**config.mk**
```make
export PLATFORM = sky130hd
export DESIGN_NAME = ppsp_cfg
export DESIGN_NICKNAME = d
export VERILOG_FILES = /design/src/rtl/ppsp_pkg.sv /design/src/rtl/ppsp_cfg.sv
export SDC_FILE = /design/constraint.sdc
export NUM_CORES = 1
export LEC_CHECK = 0
export ABC_AREA = 0
export ABC_CLOCK_PERIOD_IN_PS = 1900
export BUFFER_PORTS_ARGS = -buffer_cell sky130_fd_sc_hd__buf_4
export CAP_MARGIN = 10
export CORE_MARGIN = 1
export CORE_UTILIZATION = 45
export CTS_BUF_LIST = sky130_fd_sc_hd__clkbuf_2 sky130_fd_sc_hd__clkbuf_4 sky130_fd_sc_hd__clkbuf_8
export DETAILED_ROUTE_END_ITERATION = 10
export PLACE_DENSITY = 0.78
export SLEW_MARGIN = 20
export SYNTH_ARGS = -nofsm -noshare
export SYNTH_HDL_FRONTEND = slang
export SYNTH_SLANG_ARGS = --single-unit
export TNS_END_PERCENT = 20
```
**constraint.sdc**
```tcl
create_clock -name clk -period 1.9 [get_ports clk]
set_input_delay 0.19 -clock clk [delete_from_list [all_inputs] [get_ports clk]]
set_output_delay 0.19 -clock clk [all_outputs]
set_load 0.02 [all_outputs]
```
**src/rtl/ppsp_pkg.sv**
```systemverilog
// Shared constants, types and register codes for the power-state policy block.
package ppsp_pkg;

	localparam int HistDepth = 4;
	localparam int NumTerms  = HistDepth - 2;
	localparam int CntW      = $clog2(NumTerms + 1);
	localparam int TimeW     = 32;
	localparam int CoefW     = 32;
	localparam int ProdW     = TimeW + 1 + CoefW;
	localparam int AccW      = ProdW + CntW;
	localparam int FracW     = 16;
	localparam int PredW     = 48;
	localparam int QW        = AccW - FracW;
	localparam int NumRegs   = 8;
	localparam int RegIdxW   = $clog2(NumRegs);
	localparam int AddrW     = RegIdxW + 2;
	localparam int DataW     = 32;

	localparam logic [1:0] PS_RUN   = 2'd0;
	localparam logic [1:0] PS_IDLE  = 2'd1;
	localparam logic [1:0] PS_SLEEP = 2'd2;
	localparam logic [1:0] PS_BAD   = 2'd3;

	localparam logic [1:0] CMD_DECIDE = 2'd0;
	localparam logic [1:0] CMD_START  = 2'd1;
	localparam logic [1:0] CMD_WORK   = 2'd2;

	localparam logic [1:0] POL_TIMEOUT = 2'd0;
	localparam logic [1:0] POL_HISTORY = 2'd1;

	localparam logic [RegIdxW-1:0] REG_POLICY    = 3'd0;
	localparam logic [RegIdxW-1:0] REG_TIMEOUT   = 3'd1;
	localparam logic [RegIdxW-1:0] REG_LOW_STATE = 3'd2;
	localparam logic [RegIdxW-1:0] REG_IDLE_THR  = 3'd3;
	localparam logic [RegIdxW-1:0] REG_SLEEP_THR = 3'd4;
	localparam logic [RegIdxW-1:0] REG_COEF_INT  = 3'd5;
	localparam logic [RegIdxW-1:0] REG_COEF_NEW  = 3'd6;
	localparam logic [RegIdxW-1:0] REG_COEF_SEC  = 3'd7;

	typedef struct packed {
		logic [1:0]       policy_mode;
		logic [TimeW-1:0] timeout_units;
		logic [1:0]       low_state;
		logic [TimeW-1:0] idle_threshold;
		logic [TimeW-1:0] sleep_threshold;
		logic [CoefW-1:0] coef_intercept;
		logic [CoefW-1:0] coef_newest;
		logic [CoefW-1:0] coef_second;
	} cfg_t;

	typedef struct packed {
		logic                             start;
		logic [CoefW-1:0]                 intercept;
		logic [NumTerms-1:0][CoefW-1:0]   coef;
		logic [NumTerms-1:0][TimeW-1:0]   hist;
	} mac_req_t;

	typedef struct packed {
		logic            done;
		logic [AccW-1:0] acc;
	} mac_rsp_t;

endpackage

```
**src/rtl/ppsp_cfg.sv**
```systemverilog
// APB-style configuration register file.
module ppsp_cfg (
	input  logic                          clk,
	input  logic                          arst_n,
	input  logic                          psel,
	input  logic                          penable,
	input  logic                          pwrite,
	input  logic [ppsp_pkg::AddrW-1:0]    paddr,
	input  logic [ppsp_pkg::DataW-1:0]    pwdata,
	output logic [ppsp_pkg::DataW-1:0]    prdata,
	output logic                          pready,
	output ppsp_pkg::cfg_t                cfg
);

	ppsp_pkg::cfg_t                  cfg_q;
	logic [ppsp_pkg::RegIdxW-1:0]    idx;
	logic                            wr_en;

	assign idx    = paddr[ppsp_pkg::AddrW-1:2];
	assign wr_en  = psel && penable && pwrite;
	assign pready = 1'b1;
	assign cfg    = cfg_q;

	always_ff @(posedge clk or negedge arst_n) begin
		if (!arst_n) begin
			cfg_q.policy_mode     <= '0;
			cfg_q.timeout_units   <= '0;
			cfg_q.low_state       <= ppsp_pkg::PS_IDLE;
			cfg_q.idle_threshold  <= '0;
			cfg_q.sleep_threshold <= '0;
			cfg_q.coef_intercept  <= '0;
			cfg_q.coef_newest     <= '0;
			cfg_q.coef_second     <= '0;
		end else if (wr_en) begin
			unique case (idx)
				ppsp_pkg::REG_POLICY:    cfg_q.policy_mode     <= pwdata[1:0];
				ppsp_pkg::REG_TIMEOUT:   cfg_q.timeout_units   <= pwdata;
				ppsp_pkg::REG_LOW_STATE: cfg_q.low_state       <= pwdata[1:0];
				ppsp_pkg::REG_IDLE_THR:  cfg_q.idle_threshold  <= pwdata;
				ppsp_pkg::REG_SLEEP_THR: cfg_q.sleep_threshold <= pwdata;
				ppsp_pkg::REG_COEF_INT:  cfg_q.coef_intercept  <= pwdata;
				ppsp_pkg::REG_COEF_NEW:  cfg_q.coef_newest     <= pwdata;
				ppsp_pkg::REG_COEF_SEC:  cfg_q.coef_second     <= pwdata;
				default: ;
			endcase
		end
	end

	always_comb begin
		prdata = '0;
		unique case (idx)
			ppsp_pkg::REG_POLICY:    prdata = {30'd0, cfg_q.policy_mode};
			ppsp_pkg::REG_TIMEOUT:   prdata = cfg_q.timeout_units;
			ppsp_pkg::REG_LOW_STATE: prdata = {30'd0, cfg_q.low_state};
			ppsp_pkg::REG_IDLE_THR:  prdata = cfg_q.idle_threshold;
			ppsp_pkg::REG_SLEEP_THR: prdata = cfg_q.sleep_threshold;
			ppsp_pkg::REG_COEF_INT:  prdata = cfg_q.coef_intercept;
			ppsp_pkg::REG_COEF_NEW:  prdata = cfg_q.coef_newest;
			ppsp_pkg::REG_COEF_SEC:  prdata = cfg_q.coef_second;
			default:                 prdata = '0;
		endcase
	end

endmodule

```
==> impl_metrics.json <==
{
  "finalCriticalPeriod_ns": 1.95,
  "cts_buffers": 17,
  "ys_types": 36,
  "grt_overflow_total": 0,
  "endpoint_kind": "primary output",
  "clockRootBuffer": "clkbuf_8",
  "path_class": "register to primary output",
  "p_int_mw": 8.83,
  "start_util_pct": 46.1,
  "io_buffers": 267,
  "die_x_um": 143,
  "numClockSinks": 196,
  "synth_top_flop_cell": "dfrtp_1",
  "critPathArrivalTime_ns": 1.76,
  "grt.total_usage_pct": 25.0,
  "ant_nets": 0,
  "fin_ws_ns": -0.0516,
  "ios": 271,
  "htreeDepth": 4,
  "worstPathRequired_ns": 1.71,
  "synth.top_cell.area_share_pct": 54.2,
  "synth_top_area_cell": "dfrtp_1",
  "outcome": "complete, but fails checks",
  "grt_pass1_vias": 6575,
  "vias": 6487,
  "num_rows": 51,
  "syn_nets": 658,
  "n_antenna_cell": 0,
  "synth_seq_cells": 196,
  "synthCells": 616,
  "drv_cap": 0,
  "cts_tree": "done",
  "avgSynthCellArea_sq_um": 14.6,
  "first_iter_violations": 256,
  "antenna_found_initial": 0,
  "cts.clk_slew.worst_paths_ns": 0.09,
  "p_sw_share_pct": 33.6,
  "violations": "negative setup slack",
  "clock_latency_ns": 0.45,
  "powerDensity_nw_per_um2": 1080,
  "synth_edf_count": 0,
  "worstPathMaxFanout": 2,
  "wl_per_cell_um": 20.9,
  "start_kind": "register",
  "yosysSeqAreaShare_pct": 54.5,
  "slew_headroom_pct": 61.3,
  "rrSetupSlack_ns": 1.02,
  "routed_wirelength_um": 25200,
  "largest_register_ff_count": 196,
  "grt_setup_unrepaired": "true",
  "tightest_slew_ns": 0.580,
  "seq_power_share_pct": 42.7,
  "fin_crit_sh_pct": 103,
  "max_freq_mhz": 512,
  "dp_hpwl_um": 17500,
  "worstRegToRegCells": 2,
  "core_area_sq_um": 19500,
  "hold_path_depth": 4,
  "ir_drop_uv": 563,
  "synth_area_sq_um": 9000,
  "nNetsFinal": 973,
  "place_congestion": 0.806,
  "dp.cells": 1140,
  "clk_path_buf_depth": 2,
  "switching_power_mw": 4.48,
  "drtPass1Iterations": 4,
  "report.final.slew_viol_count": 0,
  "clock_power_share_pct": 23.0,
  "finalNonFillerCells": 1209,
  "drive_gt1_share_pct": 60.1,
  "synthTopCellsByArea": "dfrtp_1, mux2_2, mux2i_1",
  "share_comb_of_total_power_pct": 34.2,
  "hold_viol": 0,
  "hold_path_class": "input port to register",
  "fin_skew_ns": 0,
  "finalSetupViolCount": 1,
  "async_flop_share_pct": 100,
  "dieArea_sq_um": 20600,
  "die_height_um": 143,
  "ys_warn_count": 0,
  "area_growth_pct": 37.3,
  "p_total_mw": 13.3,
  "grt_max_degree": 80,
  "grt_pass1_wl_um": 38500,
  "p_leak_nw": 5.98,
  "drc": 0,
  "post_drt_via_cell_ratio": 5.37
}
-- final cells by class --
class                      instances  area [sq um]
clock buffer                      22           297
clock inverter                    10           165
fill                            1520          7160
inverter                           3          11.3
multi-input combinational        375          3840
sequential                       196          4910
tap                              265           332
timing repair buffer             338          2810
-- cell usage after synthesis, types with 2 or more instances --
master and number:
nor2_1 7, buf_4 16, nand2_1 15, buf_2 9
o221ai_1 10, nor2_2 2, buf_6 11, a22oi_1 4
a221oi_1 5, inv_1 3, nand2b_1 3, nor2_4 4
a21oi_1 6, o21ai_0 16, dfrtp_1 195, nand3_1 10
nor3_1 2, mux2_1 16, nor2b_1 2, mux4_2 10
o22a_1 4, clkbuf_1 6, mux2i_1 49, mux2_2 198
a221o_1 2
-- power groups by stage --
stage / logic [mW] / clock network (mW) / registers, mW
finish: 4.55 / 3.07 / 5.68
global route: 4.82 / 3.34 / 5.80
CTS: 4.54 / 3.15 / 5.67
detailed placement: 4.46 / 0 / 5.75
global placement: 4.37 / 0 / 5.72
floorplan: 1.41 / 0 / 6.61
-- through the flow --
stage / setup TNS [ns] / setup slack [ns] / cell area [sq um] / util [%] / hold WS, ns
finish: -0.0516 / -0.0516 / 12400 / 63.3 / 0.101
global route: -0.383 / -0.140 / 12400 / 63.3 / 0.106
CTS: -0.101 / -0.0855 / 12300 / 62.9 / 0.0738
detailed placement: 0 / 0.0845 / 11500 / 58.8 / 0.0988
global placement: 0 / 0.0896 / 11500 / 58.8 / 0.0938
floorplan: 0 / 0.386 / 9000 / - / -0.106
-- worst max-delay path, cell delays in order, from the launching register on --
cell     delay [ns]
dfrtp_1        0.39
mux2_2         0.26
a22o_1         0.18
a221o_1        0.33
buf_6          0.15
-- logic make-up after synthesis --
| family | share of synthesized area [%] |
|---|---|
| buffers and inverters | 3.58 |
| AO/OA/AOI/OAI | 4.07 |
| multiplexers | 34.7 |
| flip-flops | 54.5 |
| AND/OR/NAND/NOR | 3.11 |
| other | 0.0416 |
-- layout by cell type (no fill, tap or decap), drive strengths merged, types with 7 or more instances in the layout --
cell / instances
o21ai: 16
mux4: 10
mux2: 214
o221ai: 10
clkbuf: 23
buf: 304
mux2i: 49
nand3: 10
nand2: 15
inv: 7
dlygate4sd3: 33
nor2: 13
dfrtp: 195
-- final timing paths --
kind	start	to
max in group asynchronous	arst_n	cfg[185]
worst min register to register	cfg[27]	cfg[27]
min in group asynchronous	arst_n	cfg[157]
worst max-delay path	cfg[77]	prdata[13]
worst max register to register	cfg[77]	cfg[77]
worst min-delay path	paddr[4]	cfg[160]
-- layer usage --
metal	part of all wire, %	track usage [%]
met5	0	0
met4	1.4	6.83
met3	6.3	6.26
met2	48	40.4
met1	44	33.5
-- timing repair --
item                                   in CTS  in global routing
hold buffers                               33                  0
pin swaps                                   1                  4
setup endpoints to repair                   4                 15
setup buffers                               2                  2
gates resized for setup                     2                 23
endpoints found under the hold margin     331                  0
No activity file was read; power rests on OpenSTA's default activity.
